$ cat src/hw/rtl/wsdf_pkg.sv
// Package for the WebSocket frame deframer: length widths, header constants,
// the parse phase encoding and the event kind type.
// No dependencies.
package wsdf_pkg;

  // Width of the length field as received, and the width that is kept.
  localparam int unsigned LengthBits = 64;
  localparam int unsigned LenW       = (LengthBits >= 63) ? 63 : LengthBits;
  localparam int unsigned FrameLenW  = 63;

  localparam int unsigned ByteW = 8;
  localparam int unsigned KeyW  = 32;

  // Seven-bit length codes and the control frame limit.
  localparam logic [6:0] CtrlMaxLen = 7'd125;
  localparam logic [6:0] Len16Code  = 7'd126;

  localparam logic [3:0] ExtBytes16 = 4'd2;
  localparam logic [3:0] ExtBytes64 = 4'd8;
  localparam logic [2:0] KeyBytes   = 3'd4;

  typedef enum logic [4:0] {
    PH_HDR0    = 5'b00001,
    PH_HDR1    = 5'b00010,
    PH_EXT     = 5'b00100,
    PH_KEY     = 5'b01000,
    PH_PAYLOAD = 5'b10000
  } phase_e;

  typedef enum logic {
    EV_HEADER  = 1'b0,
    EV_PAYLOAD = 1'b1
  } event_kind_e;

endpackage

$ cat src/hw/rtl/wsdf_if.sv
// Channel interfaces of the deframer: the received byte stream and the
// event stream. Depends on wsdf_pkg for field widths.
interface wsdf_byte_if;
  logic                          valid;
  logic                          ready;
  logic [wsdf_pkg::ByteW-1:0]    rx_byte;

  modport source (output valid, output rx_byte, input ready);
  modport sink   (input valid, input rx_byte, output ready);
endinterface

interface wsdf_event_if;
  logic                             valid;
  logic                             ready;
  logic                             event_kind;
  logic [3:0]                       opcode;
  logic                             final_fragment;
  logic                             was_masked;
  logic [wsdf_pkg::FrameLenW-1:0]   frame_length;
  logic                             control_too_long;
  logic [wsdf_pkg::ByteW-1:0]       data_byte;
  logic                             last_of_frame;

  modport source (
    output valid, output event_kind, output opcode, output final_fragment,
    output was_masked, output frame_length, output control_too_long,
    output data_byte, output last_of_frame, input ready
  );
  modport sink (
    input valid, input event_kind, input opcode, input final_fragment,
    input was_masked, input frame_length, input control_too_long,
    input data_byte, input last_of_frame, output ready
  );
endinterface

$ cat src/hw/rtl/websocket_frame_deframer.sv
// WebSocket receive deframer: one received byte per request, one event out
// per header or payload byte. Depends on wsdf_pkg and wsdf_if.
//
// The block takes one byte per clock cycle for as long as the downstream side
// keeps up: a byte is accepted whenever the result register is empty or is
// being taken in the same cycle, and its event (if any) appears in the result
// register on the next cycle. Header bytes, extended length bytes and key
// bytes give no event; the header event comes with the byte that completes
// the header, and each payload byte gives one unmasked byte event. Lengths
// are kept to 63 bits; the top bit of an 8-byte length is dropped. There is
// no start-up sweep: the block is ready straight after reset.
module websocket_frame_deframer (
  input  logic         clk_i,
  input  logic         rst_ni,
  wsdf_byte_if.sink    rx_i,
  wsdf_event_if.source ev_o
);
  import wsdf_pkg::*;

  // Parser state.
  phase_e              phase_q, phase_d;
  logic                fin_q, fin_d;
  logic                mask_q, mask_d;
  logic [3:0]          op_q, op_d;
  logic [3:0]          ext_left_q, ext_left_d;
  logic [LenW-1:0]     acc_q, acc_d;
  logic [KeyW-1:0]     key_q, key_d;
  logic [2:0]          key_left_q, key_left_d;
  logic [LenW-1:0]     pl_q, pl_d;
  logic [1:0]          idx_q, idx_d;

  // Result register.
  logic                out_valid_q;
  event_kind_e         kind_q;
  logic [3:0]          ev_op_q;
  logic                ev_fin_q;
  logic                ev_mask_q;
  logic [FrameLenW-1:0] ev_len_q;
  logic                ev_ctrl_long_q;
  logic [ByteW-1:0]    ev_data_q;
  logic                ev_last_q;

  logic                in_fire;
  logic [ByteW-1:0]    b;
  logic                emit;
  event_kind_e         emit_kind;
  logic [ByteW-1:0]    emit_data;
  logic                emit_last;
  logic                len_done;
  logic                hdr_event;
  logic [KeyW-1:0]     key_sh;

  assign rx_i.ready = !out_valid_q || ev_o.ready;
  assign in_fire    = rx_i.valid && rx_i.ready;
  assign b          = rx_i.rx_byte;
  assign key_sh     = key_q >> {(2'd3 - idx_q), 3'b000};

  always_comb begin
    phase_d    = phase_q;
    fin_d      = fin_q;
    mask_d     = mask_q;
    op_d       = op_q;
    ext_left_d = ext_left_q;
    acc_d      = acc_q;
    key_d      = key_q;
    key_left_d = key_left_q;
    pl_d       = pl_q;
    idx_d      = idx_q;
    emit       = 1'b0;
    emit_kind  = EV_HEADER;
    emit_data  = '0;
    emit_last  = 1'b0;
    len_done   = 1'b0;
    hdr_event  = 1'b0;

    case (phase_q)
      PH_HDR0: begin
        fin_d   = b[7];
        mask_d  = 1'b0;
        op_d    = b[3:0];
        key_d   = '0;
        acc_d   = '0;
        phase_d = PH_HDR1;
      end
      PH_HDR1: begin
        mask_d = b[7];
        if (b[6:0] <= CtrlMaxLen) begin
          acc_d    = LenW'(b[6:0]);
          len_done = 1'b1;
        end else begin
          acc_d      = '0;
          ext_left_d = (b[6:0] == Len16Code) ? ExtBytes16 : ExtBytes64;
          phase_d    = PH_EXT;
        end
      end
      PH_EXT: begin
        acc_d      = {acc_q[LenW-ByteW-1:0], b};
        ext_left_d = ext_left_q - 4'd1;
        len_done   = (ext_left_d == 4'd0);
      end
      PH_KEY: begin
        key_d      = {key_q[KeyW-ByteW-1:0], b};
        key_left_d = key_left_q - 3'd1;
        hdr_event  = (key_left_d == 3'd0);
      end
      PH_PAYLOAD: begin
        emit      = 1'b1;
        emit_kind = EV_PAYLOAD;
        emit_data = b ^ key_sh[ByteW-1:0];
        emit_last = (pl_q <= LenW'(1));
        idx_d     = idx_q + 2'd1;
        if (emit_last) begin
          pl_d    = '0;
          phase_d = PH_HDR0;
        end else begin
          pl_d    = pl_q - LenW'(1);
        end
      end
      default: begin
        phase_d = PH_HDR0;
      end
    endcase

    // The length is complete: a masked frame still needs its key.
    if (len_done) begin
      if (mask_d) begin
        phase_d    = PH_KEY;
        key_left_d = KeyBytes;
      end else begin
        hdr_event  = 1'b1;
      end
    end

    if (hdr_event) begin
      emit      = 1'b1;
      emit_kind = EV_HEADER;
      emit_last = (acc_d == '0);
      pl_d      = acc_d;
      idx_d     = 2'd0;
      phase_d   = emit_last ? PH_HDR0 : PH_PAYLOAD;
    end
  end

  always_ff @(posedge clk_i or negedge rst_ni) begin
    if (!rst_ni) begin
      phase_q    <= PH_HDR0;
      fin_q      <= 1'b0;
      mask_q     <= 1'b0;
      op_q       <= '0;
      ext_left_q <= '0;
      acc_q      <= '0;
      key_q      <= '0;
      key_left_q <= '0;
      pl_q       <= '0;
      idx_q      <= '0;
    end else if (in_fire) begin
      phase_q    <= phase_d;
      fin_q      <= fin_d;
      mask_q     <= mask_d;
      op_q       <= op_d;
      ext_left_q <= ext_left_d;
      acc_q      <= acc_d;
      key_q      <= key_d;
      key_left_q <= key_left_d;
      pl_q       <= pl_d;
      idx_q      <= idx_d;
    end
  end

  always_ff @(posedge clk_i or negedge rst_ni) begin
    if (!rst_ni) begin
      out_valid_q <= 1'b0;
    end else if (in_fire) begin
      out_valid_q <= emit;
    end else if (ev_o.ready) begin
      out_valid_q <= 1'b0;
    end
  end

  // Payload fields carry the header values as they stand after this byte.
  always_ff @(posedge clk_i) begin
    if (in_fire && emit) begin
      kind_q         <= emit_kind;
      ev_op_q        <= op_d;
      ev_fin_q       <= fin_d;
      ev_mask_q      <= mask_d;
      ev_len_q       <= FrameLenW'(acc_d);
      ev_ctrl_long_q <= op_d[3] && (acc_d > LenW'(CtrlMaxLen));
      ev_data_q      <= emit_data;
      ev_last_q      <= emit_last;
    end
  end

  assign ev_o.valid            = out_valid_q;
  assign ev_o.event_kind       = kind_q;
  assign ev_o.opcode           = ev_op_q;
  assign ev_o.final_fragment   = ev_fin_q;
  assign ev_o.was_masked       = ev_mask_q;
  assign ev_o.frame_length     = ev_len_q;
  assign ev_o.control_too_long = ev_ctrl_long_q;
  assign ev_o.data_byte        = ev_data_q;
  assign ev_o.last_of_frame    = ev_last_q;

  // A first header byte never gives an event.
  a_hdr0_silent: assert property (@(posedge clk_i) disable iff (!rst_ni)
    in_fire && phase_q == PH_HDR0 |=> !out_valid_q)
    else $error("event produced for a first header byte");

  // Every byte accepted in the payload phase gives a payload event.
  a_payload_event: assert property (@(posedge clk_i) disable iff (!rst_ni)
    in_fire && phase_q == PH_PAYLOAD |=> out_valid_q && kind_q == EV_PAYLOAD)
    else $error("payload byte produced no payload event");

  // The payload phase is only entered with bytes still to come.
  a_payload_left: assert property (@(posedge clk_i) disable iff (!rst_ni)
    phase_q == PH_PAYLOAD |-> pl_q != '0)
    else $error("payload phase with no bytes left");

  // Key bytes are only collected for masked frames.
  a_key_masked: assert property (@(posedge clk_i) disable iff (!rst_ni)
    phase_q == PH_KEY |-> mask_q)
    else $error("key phase in an unmasked frame");

  // A header event closes the frame exactly when the frame is empty.
  a_hdr_last: assert property (@(posedge clk_i) disable iff (!rst_ni)
    out_valid_q && kind_q == EV_HEADER |-> ev_last_q == (ev_len_q == '0))
    else $error("header last flag disagrees with frame length");

endmodule
$ cat src/flat_wrapper.sv
// flat-port wrapper written by rule: the top's interface ports become plain ports
module websocket_frame_deframer_flat import wsdf_pkg::*;
  (clk_i, rst_ni, rx_i_valid, rx_i_rx_byte, rx_i_ready, ev_o_valid, ev_o_event_kind, ev_o_opcode, ev_o_final_fragment, ev_o_was_masked, ev_o_frame_length, ev_o_control_too_long, ev_o_data_byte, ev_o_last_of_frame, ev_o_ready);
  wsdf_byte_if rx_i_i ();
  wsdf_event_if ev_o_i ();
  input  logic clk_i;
  input  logic rst_ni;
  input wire logic [$bits(rx_i_i.valid)-1:0] rx_i_valid;
  input wire logic [$bits(rx_i_i.rx_byte)-1:0] rx_i_rx_byte;
  output wire logic [$bits(rx_i_i.ready)-1:0] rx_i_ready;
  output wire logic [$bits(ev_o_i.valid)-1:0] ev_o_valid;
  output wire logic [$bits(ev_o_i.event_kind)-1:0] ev_o_event_kind;
  output wire logic [$bits(ev_o_i.opcode)-1:0] ev_o_opcode;
  output wire logic [$bits(ev_o_i.final_fragment)-1:0] ev_o_final_fragment;
  output wire logic [$bits(ev_o_i.was_masked)-1:0] ev_o_was_masked;
  output wire logic [$bits(ev_o_i.frame_length)-1:0] ev_o_frame_length;
  output wire logic [$bits(ev_o_i.control_too_long)-1:0] ev_o_control_too_long;
  output wire logic [$bits(ev_o_i.data_byte)-1:0] ev_o_data_byte;
  output wire logic [$bits(ev_o_i.last_of_frame)-1:0] ev_o_last_of_frame;
  input wire logic [$bits(ev_o_i.ready)-1:0] ev_o_ready;
  assign rx_i_i.valid = rx_i_valid;
  assign rx_i_i.rx_byte = rx_i_rx_byte;
  assign rx_i_ready = rx_i_i.ready;
  assign ev_o_valid = ev_o_i.valid;
  assign ev_o_event_kind = ev_o_i.event_kind;
  assign ev_o_opcode = ev_o_i.opcode;
  assign ev_o_final_fragment = ev_o_i.final_fragment;
  assign ev_o_was_masked = ev_o_i.was_masked;
  assign ev_o_frame_length = ev_o_i.frame_length;
  assign ev_o_control_too_long = ev_o_i.control_too_long;
  assign ev_o_data_byte = ev_o_i.data_byte;
  assign ev_o_last_of_frame = ev_o_i.last_of_frame;
  assign ev_o_i.ready = ev_o_ready;
  websocket_frame_deframer u_core (.clk_i(clk_i), .rst_ni(rst_ni), .rx_i(rx_i_i), .ev_o(ev_o_i));
endmodule
$ cat config.mk
export PLATFORM = sky130hd
export DESIGN_NAME = websocket_frame_deframer_flat
export DESIGN_NICKNAME = d
export VERILOG_FILES = /design/src/hw/rtl/wsdf_pkg.sv /design/src/hw/rtl/wsdf_if.sv /design/src/hw/rtl/websocket_frame_deframer.sv /design/src/flat_wrapper.sv
export SDC_FILE = /design/constraint.sdc
export NUM_CORES = 1
export LEC_CHECK = 0
export ABC_AREA = 1
export BUFFER_PORTS_ARGS = -buffer_cell sky130_fd_sc_hd__buf_4
export CAP_MARGIN = 25
export CORE_MARGIN = 10
export CORE_UTILIZATION = 55
export DETAILED_ROUTE_END_ITERATION = 8
export PLACE_DENSITY = 0.74
export SYNTH_ARGS = -nofsm -noshare
export SYNTH_HDL_FRONTEND = slang
export SYNTH_SLANG_ARGS = --single-unit
$ cat constraint.sdc
create_clock -name clk_i -period 3.55 [get_ports clk_i]
set_input_delay 0.71 -clock clk_i [delete_from_list [all_inputs] [get_ports clk_i]]
set_output_delay 0.71 -clock clk_i [all_outputs]
set_load 0.03 [all_outputs]
After elaboration in Yosys (flattened, before gate mapping)
Cells that the tools add are included.

cells by class
  add/sub/neg operators = 5
  order comparisons = 3
  eq/ne operators = 7
  shifts and indexed selects = 1
  muxes and demuxes = 35
  bitwise logic cells = 1
  reductions and logical operators = 16

operators with widths
  kind                                                                              count
  63-bit 2-to-1 mux                                                                 3
  63-bit case mux with 3 select lines                                               1
  32-bit case mux with 2 select lines                                               1
  63-bit by 7-bit greater-than comparator with 1-bit output, second input constant  1
  63-bit by 1-bit <= comparator with 1-bit output, second input constant            1
  63-bit zero test                                                                  1
  63-bit by 1-bit subtractor with 63-bit output, second input constant              1
  32-bit by 5-bit >> shifter with 8-bit output                                      1
  5-bit 2-to-1 mux                                                                  6
  5-bit case mux with 4 select lines                                                1
  4-bit 2-to-1 mux                                                                  3
  1-bit 2-to-1 mux                                                                  11
  3-bit 2-to-1 mux                                                                  3
  4-bit case mux with 2 select lines                                                1
  2-bit nonzero test                                                                4
  8-bit bitwise XOR                                                                 1
  7-bit equality test, second input constant                                        1
  7-bit <= comparator, second input constant                                        1
  7-bit 2-to-1 mux                                                                  1
  5-bit by 1-bit equality test with 1-bit output, second input constant             1
  5-bit by 2-bit equality test with 1-bit output, second input constant             1
  5-bit by 3-bit equality test with 1-bit output, second input constant             1
  5-bit by 4-bit equality test with 1-bit output, second input constant             1
  5-bit equality test, second input constant                                        1
  other kinds (15)                                                                  20

word-level totals
  register bits after elaboration = 259
  input port bits = 12
  output and inout port bits = 82
  word-level logic and storage cells = 87

Longest topological paths before layout
  depth in word-level cells = 7
  depth in mapped cells = 19
  depth with buffers taken out = 17

Worst setup path after synthesis
Ideal clock, no wire load.

  path type = in2reg
  start point = input rx_i_rx_byte[4]
  end point = register u_core.ev_ctrl_long_q, in the netlist u_core.ev_o.control_too_long, enable pin
  library setup time = 0.375 ns
  arrival = 2.213 ns
  data required time = 3.175 ns
  path slack = 0.962 ns
  stages on the path = 14
  cell sequence = nand2_1 -> nor2_1 -> nand2_1 -> nand2_1 -> nand2_2 -> nand2_2 -> nand2_4 -> inv_2 -> nand2_2 -> nand2_2 -> buf_6 -> inv_2 -> buf_6 -> buf_6

between the ends
  word-level cells in the longest chain between the ends = 6

RTL lines
  item                                RTL line                         source
  start, declared                     flat_wrapper.sv:9                input wire logic [$bits(rx_i_i.rx_byte)-1:0] rx_i_rx_byte;
  7-bit <= comparator                 websocket_frame_deframer.sv:87   if (b[6:0] <= CtrlMaxLen) begin
  1-bit 2-to-1 mux                    websocket_frame_deframer.sv:87
  1-bit case mux with 2 select lines  websocket_frame_deframer.sv:76   case (phase_q)
  1-bit 2-to-1 mux                    websocket_frame_deframer.sv:125  if (len_done) begin
  1-bit 2-to-1 mux                    websocket_frame_deframer.sv:134  if (hdr_event) begin
  1-bit logical AND                   websocket_frame_deframer.sv:182  if (in_fire && emit) begin
  end signal, assigned                websocket_frame_deframer.sv:188  ev_ctrl_long_q <= op_d[3] && (acc_d > LenW'(CtrlMaxLen));
  end, declared                       websocket_frame_deframer.sv:39   logic ev_ctrl_long_q;

Every way passes these cells.
A chain may end at the register's enable or synchronous reset.

Worst setup path after layout
  start point = register u_core.phase_q[0]
  end point = register u_core.phase_q[0]

between the ends
  elaborated cells on any way between the ends = 20

RTL lines
  item                                                                    RTL line                         source
  start, declared                                                         websocket_frame_deframer.sv:21   phase_e phase_q, phase_d;
  start signal, assigned                                                  websocket_frame_deframer.sv:157  phase_q <= phase_d;
  5-bit by 3-bit equality test with 1-bit output (tied with other cells)  websocket_frame_deframer.sv:76
  63-bit case mux with 3 select lines *                                   websocket_frame_deframer.sv:76
  named net u_core.acc_d[10]                                              websocket_frame_deframer.sv:26   logic [LenW-1:0] acc_q, acc_d;
  63-bit zero test *                                                      websocket_frame_deframer.sv:137  emit_last = (acc_d == '0);
  5-bit 2-to-1 mux *                                                      websocket_frame_deframer.sv:140  phase_d = emit_last ? PH_HDR0 : PH_PAYLOAD;
  5-bit 2-to-1 mux *                                                      websocket_frame_deframer.sv:134

The timed path passes the listed nets; every way through them passes the cells marked *.

==> summary.md <==
| Metric | Value |
|---|---|
| Max Fclk | `322.6 MHz` |
| Power Total | `11.83 mW` |
| Detailed Route WL | `39.37 mm` |
| CTS root buf | `clkbuf_16` |
| Avg WL per Cell | `18.83 um` |
| DRC | `0` |
| Hold_ws | `0.1325 ns` |
| Critical path peak fanout | `55` |
| Row count | `57` |
| Total gr overflow | `0` |
| Pwr/cell area | `765.7 nW/um^2` |
| Simple-gate share of the synthesized area | `23.87%` |
| Vias in the first global route | `11.34k` |
| Startpoint types | `register` |
| Setup Buffers After CTS | `0` |
| Synth cell types | `48` |
| Period utilisation layout | `87.32%` |
| Largest family of logic cells by synthesized area | `simple AND/OR/NAND/NOR gates` |
| Drt pass-1 iters | `6` |
| Io pins | `94` |
| Post-layout util | `63.88%` |
| DR iter-0 viols | `1307` |
| Die span in x | `176.4 um` |
| Post-Synthesis Cell Area | `13460 sq um` |
| Vias | `11.76k` |
| Die area | `31130 sq um` |
| Fillcell total | `2087` |
| Worst VDD drop | `0.4838 mV` |
| CTS tree | `built` |
| Final ANT Viol Nets | `0` |
| RSZ-0062 raised after global routing | `no` |
| Critical Path End Type | `register` |
| Status | `complete, no violations` |
| Skew-Pair Late Insertion Delay | `0.56 ns` |
| Max_slew headroom | `34.65%` |
| Mapped Cells | `1659` |
| First-pass GRT wire length | `62.41 mm` |
| Setup Viol. Count Final | `0` |
| Yosys top cell area share | `33.10%` |
| Commonest non-fill, non-tap cell in the layout | `nand2_1` |
| Post-DP HPWL | `27.98 mm` |
| Final #Nets | `1763` |
| Post-Synth XOR/XNOR Area | `2.929%` |
| Seq/Total Area, Yosys | `51.14%` |
| Core area | `24180 sq um` |
| Clock Pin Slew Worst Setup and Hold Paths | `0.06 ns` |
| Clk sinks | `259` |
| Largest net degree at the start of global routing | `74` |
| Fin. max-slew vios | `0` |
| Final hold violations | `0` |
| Vias per cell | `5.625` |
| Most frequent cells in the layout | `nand2_1, nor2_1, dfrtp_1, inv_1, o21ai_0` |
| Metal3 WL | `2.859 mm` |
| Gpl congestion | `0.9412` |
| WL met2 | `18.27 mm` |
| Max-cap violations | `0` |
| Setup Crit Path Kind | `register to register` |
| Worst EP arrival | `3.59 ns` |
| Ys flop type | `dfrtp_1` |
| CTS buffer count | `28` |
| Post-synth EDFFs | `80` |
| Wl on met1 | `16.95 mm` |
| Synthesized flop and latch total | `259` |
| DR top layer | `met4` |
| I/O Buffers | `93` |
| Required time of the critical path | `4.04 ns` |
| Initial Util | `55.66%` |
| Syn_nets | `1677` |
| YS warnings | `0` |
| Die span in y | `176.4 um` |
| Static Leak | `6.814 nW` |
| Final min period | `3.100 ns` |
| CTS resizes | `0` |
| Antenna Cells | `0` |
| Post-synth top area cell | `dfrtp_1` |
| Mux contribution to synthesized area | `0%` |
| GRT Resource Usage Total | `24.88%` |
| Post-CTS Hold Buffers | `0` |
| Reg2reg setup slack | `0.45 ns` |
| Adder-cell share of the synthesized area | `0.5578%` |
| Worst Hold Class | `input pin to asynchronous set/reset pin` |
| Clock Skew | `0.01607 ns` |
| Synth top area cells | `dfrtp_1, edfxtp_1, nand2_1` |
| Share of cells above drive strength 1 | `12.22%` |
| Placed standard-cell area | `14520 sq um` |
| Mean Syn Cell Area | `8.112 sq um` |
| Synthesis-to-layout area growth | `14.76%` |
| Fin area | `15440 sq um` |
| Initial antenna violation count | `0` |
| Synth Area in Compound Gates | `13.96%` |
| H-tree depth | `1` |
| Post-synth ARST share | `69.11%` |
| Worst-margin pin slew | `0.9788 ns` |
| CTS Buffer Depth | `3` |
| Setup TNS | `0 ns` |
## registers in the layout (all words and copies together) (netlist names), 2 cells and up
signal / flops
u_core.op_q: 4
u_core.key_q: 32
u_core.ev_o.data_byte: 8
u_core.ext_left_q: 4
u_core.ev_o.frame_length: 63
u_core.idx_q: 2
u_core.key_left_q: 3
u_core.ev_o.opcode: 4
u_core.acc_q: 63
u_core.pl_q: 63
u_core.phase_q: 5
## critical path, stage by stage (launching register included)
cell	delay, ns
dfstp_2	0.57
nor2_2	0.07
nand3_4	0.29
inv_2	0.46
nand2_1	0.26
nand2_1	0.19
nor2_1	0.15
nand2_1	0.06
nor2_1	0.30
nand3_1	0.22
nor2_1	0.17
nand2_1	0.09
a21oi_1	0.17
## power breakdown
part,leakage (nW),internal [mW],switching (mW),total (mW)
clock,0.446,1.71,1.24,2.94
sequential,3.11,3.78,0.541,4.32
combinational,3.26,1.42,3.14,4.56
## kinds of logic after synthesis
group,count (synthesis)
DFF,259
AOI/OAI and AO/OA,331
adders and majority gates,6
and+or+nand+nor,775
buffers and inverters,243
xor gates and xnor gates,45
## worst paths after layout
path | startpoint | end | depth (start not counted)
worst max-delay path | u_core.phase_q[0]$_DFFE_PN1P_ | u_core.phase_q[0]$_DFFE_PN1P_ | 12
worst min-delay path | rst_ni | u_core.acc_q[57]$_DFFE_PN0P_ | 1
worst max register to register | u_core.phase_q[0]$_DFFE_PN1P_ | u_core.phase_q[0]$_DFFE_PN1P_ | 12
worst min register to register | u_core.op_q[0]$_DFFE_PN0P_ | u_core.op_q[0]$_DFFE_PN0P_ | 2
max in group asynchronous | rst_ni | u_core.pl_q[12]$_DFFE_PN0P_ | 2
min in group clk_i | rx_i_rx_byte[4] | u_core.key_q[4]$_DFFE_PN0P_ | 3
## final cells by class
cell class                      instances  area [sq um]  area share (%)
Sequential cell                       259          6883           44.56
Multi-Input combinational cell       1157          5560           36.00
Timing Repair Buffer                  122          1007           6.521
Clock buffer                           39         752.0           4.869
Inverter                              177         666.9           4.318
Tap cell                              324         405.4           2.625
Clock inverter                         13         170.2           1.102
## per-layer routing
| metal | up-vias | track usage, % |
|---|---|---|
| li1 | 5610 | - |
| met2 | 499 | 40.29 |
| met4 | 0 | 7.741 |
| met1 | 5574 | 34.07 |
| met3 | 79 | 3.460 |
| met5 | - | 0 |
## metrics by stage
step	worst slack (ns)	cells
after detailed placement	0.5557	2039
final	0.4500	2091
after CTS	0.5200	2091
after global routing	0.2404	2091
after global placement	0.5597	2039
after floorplan	0.9620	1659
## cells in the mapped netlist (12+ instances only)
| cell | number |
|---|---|
| nand2_1 | 405 |
| nor2_1 | 226 |
| dfrtp_1 | 178 |
| inv_1 | 168 |
| o21ai_0 | 143 |
| edfxtp_1 | 80 |
| nand3_1 | 71 |
| o21ai_1 | 57 |
| a21oi_1 | 48 |
| o22ai_1 | 41 |
| xor2_1 | 37 |
| buf_2 | 25 |
| clkbuf_1 | 24 |
| a22oi_1 | 23 |
| nor3_1 | 16 |
| nor2_2 | 14 |
| nand4_1 | 12 |
No activity file was read; power rests on OpenSTA's default activity.
